$ cat config.mk
export PLATFORM = sky130hd
export DESIGN_NAME = interval_text_to_duration_flat
export DESIGN_NICKNAME = d
export VERILOG_FILES = /design/src/rtl/core/itd_pkg.sv /design/src/rtl/core/itd_channels.sv /design/src/rtl/core/itd_parser.sv /design/src/rtl/core/itd_finish.sv /design/src/rtl/core/interval_text_to_duration.sv /design/src/flat_wrapper.sv
export VERILOG_INCLUDE_DIRS = /design/src /design/src/rtl/core
export SDC_FILE = /design/constraint.sdc
export NUM_CORES = 2
export LEC_CHECK = 0
export BUFFER_PORTS_ARGS = -buffer_cell sky130_fd_sc_hd__buf_2
export CORE_UTILIZATION = 55
export CTS_CLUSTER_DIAMETER = 100
export DETAILED_ROUTE_END_ITERATION = 8
export MAX_ROUTING_LAYER = met4
export PLACE_DENSITY = 0.74
export RECOVER_POWER = 100
export SLEW_MARGIN = 5
export SYNTH_ARGS = -nofsm -noshare
export SYNTH_HDL_FRONTEND = slang
export SYNTH_HIERARCHICAL = 1
export SYNTH_SLANG_ARGS = --single-unit
$ cat constraint.sdc
create_clock -name clk -period 7.5 [get_ports clk]
set_input_delay 0.375 -clock clk [delete_from_list [all_inputs] [get_ports clk]]
set_output_delay 0.375 -clock clk [all_outputs]
set_load 0.01 [all_outputs]
$ cat src/rtl/core/interval_text_to_duration_defines.svh
// ----------------------------------------------------------------------------
// Interval text to duration: assertion macros
// Shared property forms for the checks in the RTL. They sample on clk and
// are switched off while rst_n is low.
// ----------------------------------------------------------------------------
`ifndef INTERVAL_TEXT_TO_DURATION_DEFINES_SVH
`define INTERVAL_TEXT_TO_DURATION_DEFINES_SVH

// The consequent must hold in the same cycle as the antecedent.
`define ITD_ASSERT_SAME(lbl, ante, cons) \
  lbl: assert property (@(posedge clk) disable iff (!rst_n) (ante) |-> (cons)) \
    else $error("interval_text_to_duration: same-cycle check failed");

// The consequent must hold in the cycle after the antecedent.
`define ITD_ASSERT_NEXT(lbl, ante, cons) \
  lbl: assert property (@(posedge clk) disable iff (!rst_n) (ante) |=> (cons)) \
    else $error("interval_text_to_duration: next-cycle check failed");

`endif

$ cat src/rtl/core/itd_pkg.sv
// ----------------------------------------------------------------------------
// Interval text to duration: package
// Widths, character codes, field stages and the snapshot type shared by the
// parser and the result pipeline, and the decimal power table of the pipeline.
// ----------------------------------------------------------------------------
package itd_pkg;

  localparam int ACC_W   = 40;
  localparam int FIELD_W = 32;
  localparam int FCNT_W  = 4;
  localparam int MICRO_W = 20;

  localparam int FRACTION_DIGITS_KEPT_DEF = 7;

  localparam logic [ACC_W-1:0]          ACC_MAX   = '1;
  localparam logic signed [FIELD_W-1:0] INT32_MAX = 32'sh7FFF_FFFF;
  localparam logic signed [FIELD_W-1:0] INT32_MIN = 32'sh8000_0000;

  localparam logic [MICRO_W-1:0] MICRO_ONE = 20'd1000000;
  localparam logic [MICRO_W-1:0] MICRO_TOP = 20'd999999;

  localparam int SECS_PER_HOUR  = 3600;
  localparam int SECS_PER_MIN   = 60;
  localparam int DAYS_PER_YEAR  = 365;
  localparam int DAYS_PER_MONTH = 30;

  localparam logic [7:0] CH_NUL   = 8'h00;
  localparam logic [7:0] CH_SPACE = 8'h20;
  localparam logic [7:0] CH_MINUS = 8'h2D;
  localparam logic [7:0] CH_DOT   = 8'h2E;
  localparam logic [7:0] CH_ZERO  = 8'h30;
  localparam logic [7:0] CH_NINE  = 8'h39;
  localparam logic [7:0] CH_COLON = 8'h3A;
  localparam logic [7:0] CH_D     = 8'h64;
  localparam logic [7:0] CH_M     = 8'h6D;
  localparam logic [7:0] CH_Y     = 8'h79;

  typedef enum logic [2:0] {
    STG_YEAR  = 3'd0,
    STG_MONTH = 3'd1,
    STG_DAY   = 3'd2,
    STG_TIME  = 3'd3,
    STG_MIN   = 3'd4,
    STG_SEC   = 3'd5,
    STG_FRAC  = 3'd6
  } itd_stage_t;

  typedef struct packed {
    logic signed [FIELD_W-1:0] year_val;
    logic signed [FIELD_W-1:0] month_val;
    logic signed [FIELD_W-1:0] day_val;
    logic [ACC_W-1:0]          hour_val;
    logic [ACC_W-1:0]          minute_val;
    logic [ACC_W-1:0]          second_val;
    logic [FCNT_W-1:0]         frac_cnt;
    logic                      negative;
    logic                      overflow;
  } itd_snap_t;

  function automatic logic [31:0] ten_pow(input logic [FCNT_W-1:0] n);
    logic [31:0] r;
    unique case (n)
      4'd0:    r = 32'd1;
      4'd1:    r = 32'd10;
      4'd2:    r = 32'd100;
      4'd3:    r = 32'd1000;
      4'd4:    r = 32'd10000;
      4'd5:    r = 32'd100000;
      4'd6:    r = 32'd1000000;
      4'd7:    r = 32'd10000000;
      4'd8:    r = 32'd100000000;
      4'd9:    r = 32'd1000000000;
      default: r = 32'd0;
    endcase
    return r;
  endfunction

endpackage

$ cat src/rtl/core/itd_channels.sv
// ----------------------------------------------------------------------------
// Interval text to duration: channel interfaces
// Valid/ready channels for text bytes in and durations out.
// ----------------------------------------------------------------------------
interface itd_in_if;
  logic       valid;
  logic       ready;
  logic [7:0] text_byte;
  logic       last_byte;

  modport source (output valid, output text_byte, output last_byte, input ready);
  modport sink   (input valid, input text_byte, input last_byte, output ready);
endinterface

interface itd_out_if;
  logic                valid;
  logic                ready;
  logic signed [31:0]  total_days;
  logic signed [31:0]  whole_seconds;
  logic [19:0]         micro_seconds;
  logic                range_flag;

  modport source (output valid, output total_days, output whole_seconds,
                  output micro_seconds, output range_flag, input ready);
  modport sink   (input valid, input total_days, input whole_seconds,
                  input micro_seconds, input range_flag, output ready);
endinterface

$ cat src/rtl/core/itd_parser.sv
// ----------------------------------------------------------------------------
// Interval text to duration: byte parser
// Holds the parse state, updates it for each accepted byte and hands a
// snapshot of the finished fields to the result pipeline on the last byte.
// ----------------------------------------------------------------------------
module itd_parser #(
  parameter int FRACTION_DIGITS_KEPT = itd_pkg::FRACTION_DIGITS_KEPT_DEF,
  localparam int SCALE_W = $clog2(10 ** FRACTION_DIGITS_KEPT)
) (
  input  logic               clk,
  input  logic               rst_n,
  itd_in_if.sink             in_if,
  output itd_pkg::itd_snap_t snap,
  output logic [SCALE_W-1:0] snap_frac,
  output logic               snap_valid,
  input  logic               snap_ready
);

  localparam int ACC_W   = itd_pkg::ACC_W;
  localparam int FIELD_W = itd_pkg::FIELD_W;
  localparam int FCNT_W  = itd_pkg::FCNT_W;
  localparam logic [ACC_W-1:0]  NEG_LIMIT = ACC_W'(64'h8000_0000);
  localparam logic [ACC_W-1:0]  POS_LIMIT = ACC_W'(64'h7FFF_FFFF);
  localparam logic [FCNT_W-1:0] FCNT_MAX  = FCNT_W'(FRACTION_DIGITS_KEPT);

  logic [ACC_W-1:0]          acc_r, acc_nxt;
  logic                      neg_r, neg_nxt;
  itd_pkg::itd_stage_t       stage_r, stage_nxt;
  logic [FCNT_W-1:0]         fcnt_r, fcnt_nxt;
  logic signed [FIELD_W-1:0] year_r, year_nxt;
  logic signed [FIELD_W-1:0] month_r, month_nxt;
  logic signed [FIELD_W-1:0] day_r, day_nxt;
  logic [ACC_W-1:0]          hour_r, hour_nxt;
  logic [ACC_W-1:0]          minute_r, minute_nxt;
  logic [ACC_W-1:0]          second_r, second_nxt;
  logic                      skip_r, skip_nxt;
  logic                      stopped_r, stopped_nxt;
  logic                      ovf_r, ovf_nxt;

  logic                      take;
  logic                      is_digit;
  logic [3:0]                digit;
  logic [ACC_W+3:0]          acc_ext;
  logic signed [FIELD_W-1:0] sfield;
  logic                      sfield_ovf;

  assign take       = in_if.valid && in_if.ready;
  assign in_if.ready = snap_ready;
  assign snap_valid = in_if.valid && in_if.last_byte;

  assign is_digit = (in_if.text_byte >= itd_pkg::CH_ZERO) &&
                    (in_if.text_byte <= itd_pkg::CH_NINE);
  assign digit    = 4'(in_if.text_byte - itd_pkg::CH_ZERO);
  assign acc_ext  = (ACC_W+4)'({acc_r, 3'b000}) + (ACC_W+4)'({acc_r, 1'b0}) +
                    (ACC_W+4)'(digit);

  always_comb begin
    sfield_ovf = 1'b0;
    if (neg_r) begin
      if (acc_r > NEG_LIMIT) begin
        sfield     = itd_pkg::INT32_MIN;
        sfield_ovf = 1'b1;
      end else begin
        sfield = FIELD_W'(~acc_r[FIELD_W-1:0] + 1'b1);
      end
    end else begin
      if (acc_r > POS_LIMIT) begin
        sfield     = itd_pkg::INT32_MAX;
        sfield_ovf = 1'b1;
      end else begin
        sfield = FIELD_W'(acc_r[FIELD_W-1:0]);
      end
    end
  end

  always_comb begin
    acc_nxt     = acc_r;
    neg_nxt     = neg_r;
    stage_nxt   = stage_r;
    fcnt_nxt    = fcnt_r;
    year_nxt    = year_r;
    month_nxt   = month_r;
    day_nxt     = day_r;
    hour_nxt    = hour_r;
    minute_nxt  = minute_r;
    second_nxt  = second_r;
    skip_nxt    = skip_r;
    stopped_nxt = stopped_r;
    ovf_nxt     = ovf_r;
    if (!stopped_r) begin
      if (in_if.text_byte == itd_pkg::CH_NUL) begin
        stopped_nxt = 1'b1;
      end else if (skip_r) begin
        if (in_if.text_byte == itd_pkg::CH_SPACE) begin
          skip_nxt = 1'b0;
        end
      end else if (is_digit) begin
        if (stage_r == itd_pkg::STG_FRAC) begin
          if (fcnt_r < FCNT_MAX) begin
            acc_nxt  = acc_ext[ACC_W-1:0];
            fcnt_nxt = fcnt_r + 1'b1;
          end
        end else if (acc_ext > (ACC_W+4)'(itd_pkg::ACC_MAX)) begin
          acc_nxt = itd_pkg::ACC_MAX;
          ovf_nxt = 1'b1;
        end else begin
          acc_nxt = acc_ext[ACC_W-1:0];
        end
      end else begin
        unique case (in_if.text_byte)
          itd_pkg::CH_MINUS: neg_nxt = 1'b1;
          itd_pkg::CH_Y: begin
            if (stage_r == itd_pkg::STG_YEAR) begin
              year_nxt  = sfield;
              ovf_nxt   = ovf_r || sfield_ovf;
              acc_nxt   = '0;
              neg_nxt   = 1'b0;
              stage_nxt = itd_pkg::STG_MONTH;
              skip_nxt  = 1'b1;
            end
          end
          itd_pkg::CH_M: begin
            if (stage_r == itd_pkg::STG_YEAR || stage_r == itd_pkg::STG_MONTH) begin
              month_nxt = sfield;
              ovf_nxt   = ovf_r || sfield_ovf;
              acc_nxt   = '0;
              neg_nxt   = 1'b0;
              stage_nxt = itd_pkg::STG_DAY;
              skip_nxt  = 1'b1;
            end
          end
          itd_pkg::CH_D: begin
            if (stage_r == itd_pkg::STG_YEAR || stage_r == itd_pkg::STG_MONTH ||
                stage_r == itd_pkg::STG_DAY) begin
              day_nxt   = sfield;
              ovf_nxt   = ovf_r || sfield_ovf;
              acc_nxt   = '0;
              neg_nxt   = 1'b0;
              stage_nxt = itd_pkg::STG_TIME;
              skip_nxt  = 1'b1;
            end
          end
          itd_pkg::CH_COLON: begin
            if (stage_r == itd_pkg::STG_MIN) begin
              minute_nxt = acc_r;
              acc_nxt    = '0;
              stage_nxt  = itd_pkg::STG_SEC;
            end else if (stage_r != itd_pkg::STG_SEC && stage_r != itd_pkg::STG_FRAC) begin
              hour_nxt  = acc_r;
              acc_nxt   = '0;
              stage_nxt = itd_pkg::STG_MIN;
            end
          end
          itd_pkg::CH_DOT: begin
            if (stage_r == itd_pkg::STG_SEC) begin
              second_nxt = acc_r;
              acc_nxt    = '0;
              stage_nxt  = itd_pkg::STG_FRAC;
            end
          end
          default: ;
        endcase
      end
    end
  end

  always_comb begin
    snap.year_val   = year_nxt;
    snap.month_val  = month_nxt;
    snap.day_val    = day_nxt;
    snap.hour_val   = hour_nxt;
    snap.minute_val = (stage_nxt == itd_pkg::STG_MIN) ? acc_nxt : minute_nxt;
    snap.second_val = (stage_nxt == itd_pkg::STG_SEC) ? acc_nxt : second_nxt;
    snap.frac_cnt   = fcnt_nxt;
    snap.negative   = neg_nxt;
    snap.overflow   = ovf_nxt;
    snap_frac       = (stage_nxt == itd_pkg::STG_FRAC) ? acc_nxt[SCALE_W-1:0] : '0;
  end

  always_ff @(posedge clk) begin
    if (!rst_n || (take && in_if.last_byte)) begin
      acc_r     <= '0;
      neg_r     <= 1'b0;
      stage_r   <= itd_pkg::STG_YEAR;
      fcnt_r    <= '0;
      year_r    <= '0;
      month_r   <= '0;
      day_r     <= '0;
      hour_r    <= '0;
      minute_r  <= '0;
      second_r  <= '0;
      skip_r    <= 1'b0;
      stopped_r <= 1'b0;
      ovf_r     <= 1'b0;
    end else if (take) begin
      acc_r     <= acc_nxt;
      neg_r     <= neg_nxt;
      stage_r   <= stage_nxt;
      fcnt_r    <= fcnt_nxt;
      year_r    <= year_nxt;
      month_r   <= month_nxt;
      day_r     <= day_nxt;
      hour_r    <= hour_nxt;
      minute_r  <= minute_nxt;
      second_r  <= second_nxt;
      skip_r    <= skip_nxt;
      stopped_r <= stopped_nxt;
      ovf_r     <= ovf_nxt;
    end
  end

`include "interval_text_to_duration_defines.svh"

  `ITD_ASSERT_SAME(a_frac_count_in_fraction, fcnt_r != '0, stage_r == itd_pkg::STG_FRAC)
  `ITD_ASSERT_SAME(a_frac_count_bound, 1'b1, fcnt_r <= FCNT_MAX)

endmodule

$ cat src/rtl/core/itd_finish.sv
// ----------------------------------------------------------------------------
// Interval text to duration: result pipeline
// Seven registered stages turn a field snapshot into days, whole seconds and
// rounded microseconds, with saturation. Each stage fills when it is empty
// or its content moves on, so results queue up behind a stalled output.
// ----------------------------------------------------------------------------
module itd_finish #(
  parameter int FRACTION_DIGITS_KEPT = itd_pkg::FRACTION_DIGITS_KEPT_DEF,
  localparam int SCALE_W = $clog2(10 ** FRACTION_DIGITS_KEPT)
) (
  input  logic               clk,
  input  logic               rst_n,
  input  itd_pkg::itd_snap_t snap,
  input  logic [SCALE_W-1:0] snap_frac,
  input  logic               snap_valid,
  output logic               snap_ready,
  itd_out_if.source          out_if
);

  localparam int NSTG    = 7;
  localparam int ACC_W   = itd_pkg::ACC_W;
  localparam int FIELD_W = itd_pkg::FIELD_W;
  localparam int FCNT_W  = itd_pkg::FCNT_W;
  localparam int MICRO_W = itd_pkg::MICRO_W;
  localparam int HS_W    = ACC_W + 12;
  localparam int MS_W    = ACC_W + 6;
  localparam int W_W     = HS_W + 1;
  localparam int WH_W    = W_W + 2;
  localparam int DAYS_W  = FIELD_W + 11;
  localparam int X_W     = SCALE_W + 1;
  localparam int Q_INT   = 10 ** (FRACTION_DIGITS_KEPT - 6);
  localparam logic [SCALE_W-1:0] SCALE  = SCALE_W'(10 ** FRACTION_DIGITS_KEPT);
  localparam logic [X_W-1:0]     Q      = X_W'(Q_INT);
  localparam logic [X_W-1:0]     HALF_Q = X_W'(Q_INT / 2);
  localparam logic [63:0]        RECIP64 = (64'd1 << X_W) / 64'(Q_INT);
  localparam logic [X_W-1:0]     RECIP  = RECIP64[X_W-1:0];

  logic [NSTG-1:0] vld_r;
  logic [NSTG-1:0] rdy;

  // Stage 1: snapshot
  itd_pkg::itd_snap_t s1_r;
  logic [SCALE_W-1:0] frac1_r;
  // Stage 2: products
  logic [HS_W-1:0]          hs2_r;
  logic [MS_W-1:0]          ms2_r;
  logic [ACC_W-1:0]         se2_r;
  logic signed [DAYS_W-1:0] yd2_r, md2_r, dy2_r;
  logic [SCALE_W-1:0]       fu2_r;
  logic                     neg2_r, ovf2_r;
  // Stage 3: sums
  logic [W_W-1:0]           w3_r;
  logic signed [DAYS_W-1:0] days3_r;
  logic [SCALE_W-1:0]       g3_r;
  logic                     borrow3_r, neg3_r, ovf3_r;
  // Stage 4: signed seconds, day saturation, rounding offset
  logic signed [WH_W-1:0]    whole4_r;
  logic signed [FIELD_W-1:0] days4_r;
  logic [X_W-1:0]            x4_r;
  logic                      flag4_r;
  // Stage 5: quotient estimate
  logic [MICRO_W-1:0]        q5_r;
  logic [X_W-1:0]            x5_r;
  logic signed [WH_W-1:0]    whole5_r;
  logic signed [FIELD_W-1:0] days5_r;
  logic                      flag5_r;
  // Stage 6: corrected microseconds
  logic [MICRO_W-1:0]        micro6_r;
  logic signed [WH_W-1:0]    whole6_r;
  logic signed [FIELD_W-1:0] days6_r;
  logic                      flag6_r;
  // Stage 7: output register
  logic signed [FIELD_W-1:0] days7_r;
  logic signed [FIELD_W-1:0] secs7_r;
  logic [MICRO_W-1:0]        micro7_r;
  logic                      flag7_r;

  logic [2*X_W-1:0]          prod5;
  logic [MICRO_W+X_W-1:0]    qq6;
  logic [X_W-1:0]            rem6;
  logic [MICRO_W-1:0]        micro6_nxt;
  logic signed [WH_W-1:0]    whole7_c;
  logic [MICRO_W-1:0]        micro7_c;
  logic signed [FIELD_W-1:0] secs7_nxt;
  logic [MICRO_W-1:0]        micro7_nxt;
  logic                      flag7_nxt;
  logic signed [FIELD_W-1:0] days4_nxt;
  logic                      dflag4;

  always_comb begin
    rdy[NSTG-1] = !vld_r[NSTG-1] || out_if.ready;
    for (int k = NSTG - 2; k >= 0; k--) begin
      rdy[k] = !vld_r[k] || rdy[k+1];
    end
  end

  assign snap_ready = rdy[0];

  always_ff @(posedge clk) begin
    if (!rst_n) begin
      vld_r <= '0;
    end else begin
      if (rdy[0]) begin
        vld_r[0] <= snap_valid;
      end
      for (int k = 1; k < NSTG; k++) begin
        if (rdy[k]) begin
          vld_r[k] <= vld_r[k-1];
        end
      end
    end
  end

  always_ff @(posedge clk) begin
    if (rdy[0]) begin
      s1_r    <= snap;
      frac1_r <= snap_frac;
    end
  end

  always_ff @(posedge clk) begin
    if (rdy[1]) begin
      hs2_r  <= HS_W'(s1_r.hour_val) * HS_W'(itd_pkg::SECS_PER_HOUR);
      ms2_r  <= MS_W'(s1_r.minute_val) * MS_W'(itd_pkg::SECS_PER_MIN);
      se2_r  <= s1_r.second_val;
      yd2_r  <= DAYS_W'(s1_r.year_val) * DAYS_W'(itd_pkg::DAYS_PER_YEAR);
      md2_r  <= DAYS_W'(s1_r.month_val) * DAYS_W'(itd_pkg::DAYS_PER_MONTH);
      dy2_r  <= DAYS_W'(s1_r.day_val);
      fu2_r  <= SCALE_W'(32'(frac1_r) *
                itd_pkg::ten_pow(FCNT_W'(FRACTION_DIGITS_KEPT) - s1_r.frac_cnt));
      neg2_r <= s1_r.negative;
      ovf2_r <= s1_r.overflow;
    end
  end

  always_ff @(posedge clk) begin
    if (rdy[2]) begin
      w3_r      <= W_W'(hs2_r) + W_W'(ms2_r) + W_W'(se2_r);
      days3_r   <= yd2_r + md2_r + dy2_r;
      g3_r      <= (neg2_r && fu2_r != '0) ? SCALE - fu2_r : fu2_r;
      borrow3_r <= neg2_r && fu2_r != '0;
      neg3_r    <= neg2_r;
      ovf3_r    <= ovf2_r;
    end
  end

  always_comb begin
    dflag4 = 1'b0;
    if (days3_r > DAYS_W'(itd_pkg::INT32_MAX)) begin
      days4_nxt = itd_pkg::INT32_MAX;
      dflag4    = 1'b1;
    end else if (days3_r < DAYS_W'(itd_pkg::INT32_MIN)) begin
      days4_nxt = itd_pkg::INT32_MIN;
      dflag4    = 1'b1;
    end else begin
      days4_nxt = days3_r[FIELD_W-1:0];
    end
  end

  always_ff @(posedge clk) begin
    if (rdy[3]) begin
      whole4_r <= neg3_r ? -signed'(WH_W'(w3_r)) - signed'(WH_W'(borrow3_r))
                         : signed'(WH_W'(w3_r));
      days4_r  <= days4_nxt;
      x4_r     <= X_W'(g3_r) + HALF_Q;
      flag4_r  <= ovf3_r || dflag4;
    end
  end

  assign prod5 = (2*X_W)'(x4_r) * (2*X_W)'(RECIP);

  always_ff @(posedge clk) begin
    if (rdy[4]) begin
      q5_r     <= prod5[X_W +: MICRO_W];
      x5_r     <= x4_r;
      whole5_r <= whole4_r;
      days5_r  <= days4_r;
      flag5_r  <= flag4_r;
    end
  end

  assign qq6        = (MICRO_W+X_W)'(q5_r) * (MICRO_W+X_W)'(Q);
  assign rem6       = x5_r - qq6[X_W-1:0];
  assign micro6_nxt = (rem6 >= Q) ? q5_r + 1'b1 : q5_r;

  always_ff @(posedge clk) begin
    if (rdy[5]) begin
      micro6_r <= micro6_nxt;
      whole6_r <= whole5_r;
      days6_r  <= days5_r;
      flag6_r  <= flag5_r;
    end
  end

  always_comb begin
    if (micro6_r == itd_pkg::MICRO_ONE) begin
      whole7_c = whole6_r + WH_W'(1);
      micro7_c = '0;
    end else begin
      whole7_c = whole6_r;
      micro7_c = micro6_r;
    end
    flag7_nxt = flag6_r;
    if (whole7_c > WH_W'(itd_pkg::INT32_MAX)) begin
      secs7_nxt  = itd_pkg::INT32_MAX;
      micro7_nxt = itd_pkg::MICRO_TOP;
      flag7_nxt  = 1'b1;
    end else if (whole7_c < WH_W'(itd_pkg::INT32_MIN)) begin
      secs7_nxt  = itd_pkg::INT32_MIN;
      micro7_nxt = '0;
      flag7_nxt  = 1'b1;
    end else begin
      secs7_nxt  = whole7_c[FIELD_W-1:0];
      micro7_nxt = micro7_c;
    end
  end

  always_ff @(posedge clk) begin
    if (rdy[6]) begin
      days7_r  <= days6_r;
      secs7_r  <= secs7_nxt;
      micro7_r <= micro7_nxt;
      flag7_r  <= flag7_nxt;
    end
  end

  assign out_if.valid         = vld_r[NSTG-1];
  assign out_if.total_days    = days7_r;
  assign out_if.whole_seconds = secs7_r;
  assign out_if.micro_seconds = micro7_r;
  assign out_if.range_flag    = flag7_r;

`include "interval_text_to_duration_defines.svh"

  `ITD_ASSERT_SAME(a_micro_out_range, vld_r[NSTG-1], micro7_r < itd_pkg::MICRO_ONE)
  `ITD_ASSERT_SAME(a_micro_pre_carry, vld_r[5], micro6_r <= itd_pkg::MICRO_ONE)
  `ITD_ASSERT_SAME(a_blocked_means_full, !rdy[0], &vld_r)

endmodule

$ cat src/rtl/core/interval_text_to_duration.sv
// ----------------------------------------------------------------------------
// Interval text to duration: top level
// Parses interval text one byte per transaction and returns a day count,
// whole seconds and microseconds for each text.
//
//   Channel  Direction  Payload                                       Note
//   in_if    sink       text_byte, last_byte                           one byte each
//   out_if   source     total_days, whole_seconds, micro_seconds,      one per text
//                       range_flag
//
// One byte is taken every cycle while in_if.ready is high. A result reaches the
// output register through the registered stages of the result pipeline after
// the transaction that carries last_byte. Synchronous reset clears the parse
// state and all stage valid bits. Up to seven results can wait behind a stalled
// output; only when all stages hold one does in_if.ready drop.
// ----------------------------------------------------------------------------
module interval_text_to_duration #(
  parameter int FRACTION_DIGITS_KEPT = itd_pkg::FRACTION_DIGITS_KEPT_DEF
) (
  input  logic       clk,
  input  logic       rst_n,
  itd_in_if.sink     in_if,
  itd_out_if.source  out_if
);

  localparam int SCALE_W = $clog2(10 ** FRACTION_DIGITS_KEPT);

  itd_pkg::itd_snap_t snap;
  logic [SCALE_W-1:0] snap_frac;
  logic               snap_valid;
  logic               snap_ready;

  itd_parser #(
    .FRACTION_DIGITS_KEPT(FRACTION_DIGITS_KEPT)
  ) u_parser (
    .clk       (clk),
    .rst_n     (rst_n),
    .in_if     (in_if),
    .snap      (snap),
    .snap_frac (snap_frac),
    .snap_valid(snap_valid),
    .snap_ready(snap_ready)
  );

  itd_finish #(
    .FRACTION_DIGITS_KEPT(FRACTION_DIGITS_KEPT)
  ) u_finish (
    .clk       (clk),
    .rst_n     (rst_n),
    .snap      (snap),
    .snap_frac (snap_frac),
    .snap_valid(snap_valid),
    .snap_ready(snap_ready),
    .out_if    (out_if)
  );

endmodule

$ cat src/flat_wrapper.sv
// flat-port wrapper written by rule: the top's interface ports become plain ports
module interval_text_to_duration_flat 
#(
  parameter int FRACTION_DIGITS_KEPT = itd_pkg::FRACTION_DIGITS_KEPT_DEF
)
  (clk, rst_n, in_if_valid, in_if_text_byte, in_if_last_byte, in_if_ready, out_if_valid, out_if_total_days, out_if_whole_seconds, out_if_micro_seconds, out_if_range_flag, out_if_ready);
  itd_in_if in_if_i ();
  itd_out_if out_if_i ();
  input  logic clk;
  input  logic rst_n;
  input wire logic [$bits(in_if_i.valid)-1:0] in_if_valid;
  input wire logic [$bits(in_if_i.text_byte)-1:0] in_if_text_byte;
  input wire logic [$bits(in_if_i.last_byte)-1:0] in_if_last_byte;
  output wire logic [$bits(in_if_i.ready)-1:0] in_if_ready;
  output wire logic [$bits(out_if_i.valid)-1:0] out_if_valid;
  output wire logic [$bits(out_if_i.total_days)-1:0] out_if_total_days;
  output wire logic [$bits(out_if_i.whole_seconds)-1:0] out_if_whole_seconds;
  output wire logic [$bits(out_if_i.micro_seconds)-1:0] out_if_micro_seconds;
  output wire logic [$bits(out_if_i.range_flag)-1:0] out_if_range_flag;
  input wire logic [$bits(out_if_i.ready)-1:0] out_if_ready;
  assign in_if_i.valid = in_if_valid;
  assign in_if_i.text_byte = in_if_text_byte;
  assign in_if_i.last_byte = in_if_last_byte;
  assign in_if_ready = in_if_i.ready;
  assign out_if_valid = out_if_i.valid;
  assign out_if_total_days = out_if_i.total_days;
  assign out_if_whole_seconds = out_if_i.whole_seconds;
  assign out_if_micro_seconds = out_if_i.micro_seconds;
  assign out_if_range_flag = out_if_i.range_flag;
  assign out_if_i.ready = out_if_ready;
  interval_text_to_duration #(.FRACTION_DIGITS_KEPT(FRACTION_DIGITS_KEPT)) u_core (.clk(clk), .rst_n(rst_n), .in_if(in_if_i), .out_if(out_if_i));
endmodule
==> results.cfg <==
[detailed_routing]
routed_wl_um = 254000
drt_iter0_drc = 6676
dr.pass1.iters = 8
antenna_left = 0
vias = 70700
viasPerCell = 5.86
wl_per_cell_um = 21.0
drc = 0

[timing]
slew_viol_final = 1193
tightestPinTransition_ns = 4.40
layout_setup_ws_ns = 0.352
fin_crit_ns = 7.15
fmax_ghz = 0.140
hold_viol = 0
slew_headroom_pct = -193
rsz0062_at_grt = false
finalCritPeriodShare_pct = 95.3
setup_tns_ns = 0
setup_viol = 0
fin_worst_skew_ns = 0.0403

[worst_setup_path]
cp_num_buf_inv = 6
required_ns = 8.04
end_kind = register
cp_slowest_cell = fa_1
cp.arrival_ns = 7.68
cpPeakStageDelay_ns = 0.57
critPathTopFamily = adder cells
path_class = register to register
crit_fanout = 5
start_kind = register

[status]
violations = capacitance limit, slew limit
outcome = finished with violations

[job]
cap_violations = 18

[floorplanning]
ios = 100
fp.dieH_um = 429
num_rows = 156
start_util_pct = 55.5
dieArea_sq_um = 184000
core_area_sq_um = 181000
dieWidth_um = 429

[global_routing]
grt_usage_pct = 28.3
grt_first_pass_wirelength_um = 395000
grt_overflow_total = 0
antenna_found_initial = 20
grt_pass1_vias = 69500
grt_max_degree = 179

[power]
seqPwrFrac_pct = 48.8
power.internal_mw = 13.4
p_total_mw = 17.6
p_sw_share_pct = 24.1
p_clk_share_pct = 42.0
ir_worst_vdd_mv = 0.248
comb_power_share_pct = 9.2
leakage_nw = 51.4
p_per_area_nw_per_um2 = 162
p_switching_mw = 4.25

[clock_tree]
clk_pin_slew_ns = 0.06
cts_tree = yes
clk-insertion-delay-late_ns = 0.80
htree_levels = 4
cts-root-buf = clkbuf_16
cts_sinks = 1350
clock_path_buffers = 3
cts_buffers = 147

[yosys]
synth_fp_nets = 11300
netlist_area_sq_um = 100000
ys_top_cells_by_area = edfxtp_1, fa_1, ha_1
synth_edf_count = 1076
synth.top_cell.area_share_pct = 32.2
syn_area_per_cell_sq_um = 10.6
yosysSeqAreaShare_pct = 37.6
syn_inst = 9467
synth-main-ff-cell = edfxtp_1
ys_types = 104
yosysTopAreaCell = edfxtp_1
ys_ff_latch = 1350
async_flop_share_pct = 0
yosys_warnings = 6

[final_layout]
fin_cells = 12100
nNetsFinal = 11300
drive_gt1_share_pct = 5.03
syn2layout_area_growth_pct = 8.12

[place]
portBuffers = 99
routabilityCongestion = 0.947
hpwl_um = 199000
dp.cells = 11800
place_ws_ns = 0.182

[hold_path]
hold_class = input port to register
-- worst paths after layout --
check,startpoint,endpoint,slack (ns),cells past startpoint
worst min-delay path,in_if_text_byte[4],u_core/u_parser/stopped_r,0.08,6
worst min register to register,u_core/u_finish/whole5_r[23],u_core/u_finish/whole6_r[23],0.41,0
worst max register to register,u_core/u_finish/x4_r[15],u_core/u_finish/q5_r[19],0.35,25
worst max-delay path,u_core/u_finish/x4_r[15],u_core/u_finish/q5_r[19],0.35,25
-- Yosys cell counts (all sizes together) (49+ instances only) --
library cell,instances
and2,105
nand4,51
inv,1183
o21bai,56
xor2,169
nand2,925
nor3,151
nor2b,53
o21ai,476
edfxtp,1076
o21a,77
dfxtp,274
nand3,144
fa,831
and3,173
a21oi,623
mux2,69
xnor2,338
nand2b,49
ha,942
clkbuf,276
a31oi,55
a21o,193
a211oi,95
nor2,473
-- power groups by stage --
stage,combinational [mW],sequential (mW),clock [mW]
floorplan,1.15,8.71,0
global placement,1.58,8.74,0
detailed placement,1.61,8.76,0
CTS,1.62,8.60,7.53
global route,1.77,8.64,7.79
finish,1.62,8.60,7.40
-- cell usage in the layout, fill, tap and decap left out, drive strengths merged, types with 45 or more instances in the layout --
cell type,instances
a211oi,95
a21o,193
a21oi,623
a31oi,55
and2,105
and3,173
buf,131
clkbuf,323
dfxtp,274
edfxtp,1076
fa,831
ha,942
inv,1194
mux2,69
nand2,925
nand2b,49
nand3,144
nand4,51
nor2,473
nor2b,53
nor3,151
o21a,77
o21ai,476
o21bai,56
or3,45
xnor2,338
xor2,169
-- cell type report --
| class | count | area, sq um |
|---|---|---|
| Antenna cell | 13 | 32.5 |
| Timing Repair Buffer | 262 | 1520 |
| Fill cell | 14700 | 72400 |
| Clock inverter | 72 | 875 |
| Tap cell | 2370 | 2970 |
| Clock buffer | 195 | 4090 |
| Sequential cell | 1350 | 37800 |
| Multi-Input combinational cell | 6616 | 56800 |
| Inverter | 1184 | 4450 |
-- cells by family after synthesis --
group / synth area share (%)
muxes: 1.00
DFF: 37.6
and+or+nand+nor: 10.9
xor gates and xnor gates: 4.42
AOI/OAI and AO/OA: 12.1
buffers and inverters: 5.70
adders and majority gates: 28.3
-- state kept, by name, summed over array words and instances (netlist names), 37 cells and up --
| signal | flops |
|---|---|
| u_core/u_finish/hs2_r | 48 |
| u_core/u_parser/second_r | 40 |
| u_core/u_finish/se2_r | 40 |
| u_core/u_finish/w3_r | 53 |
| u_core/u_finish/s1_r | 222 |
| u_core/u_finish/whole5_r | 55 |
| u_core/u_finish/whole6_r | 55 |
| u_core/u_finish/ms2_r | 44 |
| u_core/u_parser/acc_r | 40 |
| u_core/u_finish/whole4_r | 55 |
| u_core/u_finish/yd2_r | 42 |
| u_core/u_parser/minute_r | 40 |
| u_core/u_finish/days3_r | 43 |
| u_core/u_parser/hour_r | 40 |
| u_core/u_finish/md2_r | 37 |
-- tightest hold or removal path, stage by stage --
cell,delay (ns)
buf_2,0.12
nor4_1,0.08
nand3_1,0.09
nor2_1,0.05
nor2_1,0.08
nor2_1,0.04
-- stage by stage --
| stage | utilization, % | area, sq um | hold WS, ns |
|---|---|---|---|
| 2_1_floorplan | - | 100000 | 0.400 |
| 3_3_place_gp | 57.4 | 104000 | 0.400 |
| 3_5_place_dp | 57.4 | 104000 | 0.405 |
| 4_1_cts | 60.2 | 109000 | 0.0240 |
| 5_1_grt | 60.0 | 109000 | 0.127 |
| 6_report | 60.0 | 109000 | 0.0813 |
-- timing repair --
| action | 4_1_cts | 5_1_grt |
|---|---|---|
| hold buffers | 3 | 0 |
| buffers inserted | 0 | 10 |
| resized for setup | 0 | 8 |
| setup endpoints to repair | 0 | 4 |
| endpoints found under the hold margin | 4 | 0 |
-- layer usage --
| layer | track usage, % | vias to the layer above | wire, um |
|---|---|---|---|
| met4 | 7.83 | 0 | 6630 |
| met5 | - | - | 0 |
| met2 | 41.7 | 2690 | 112000 |
| met1 | 40.9 | 34600 | 115000 |
| met3 | 4.11 | 382 | 20700 |
| li1 | - | 33000 | - |
(Power assumes the default switching activity.)
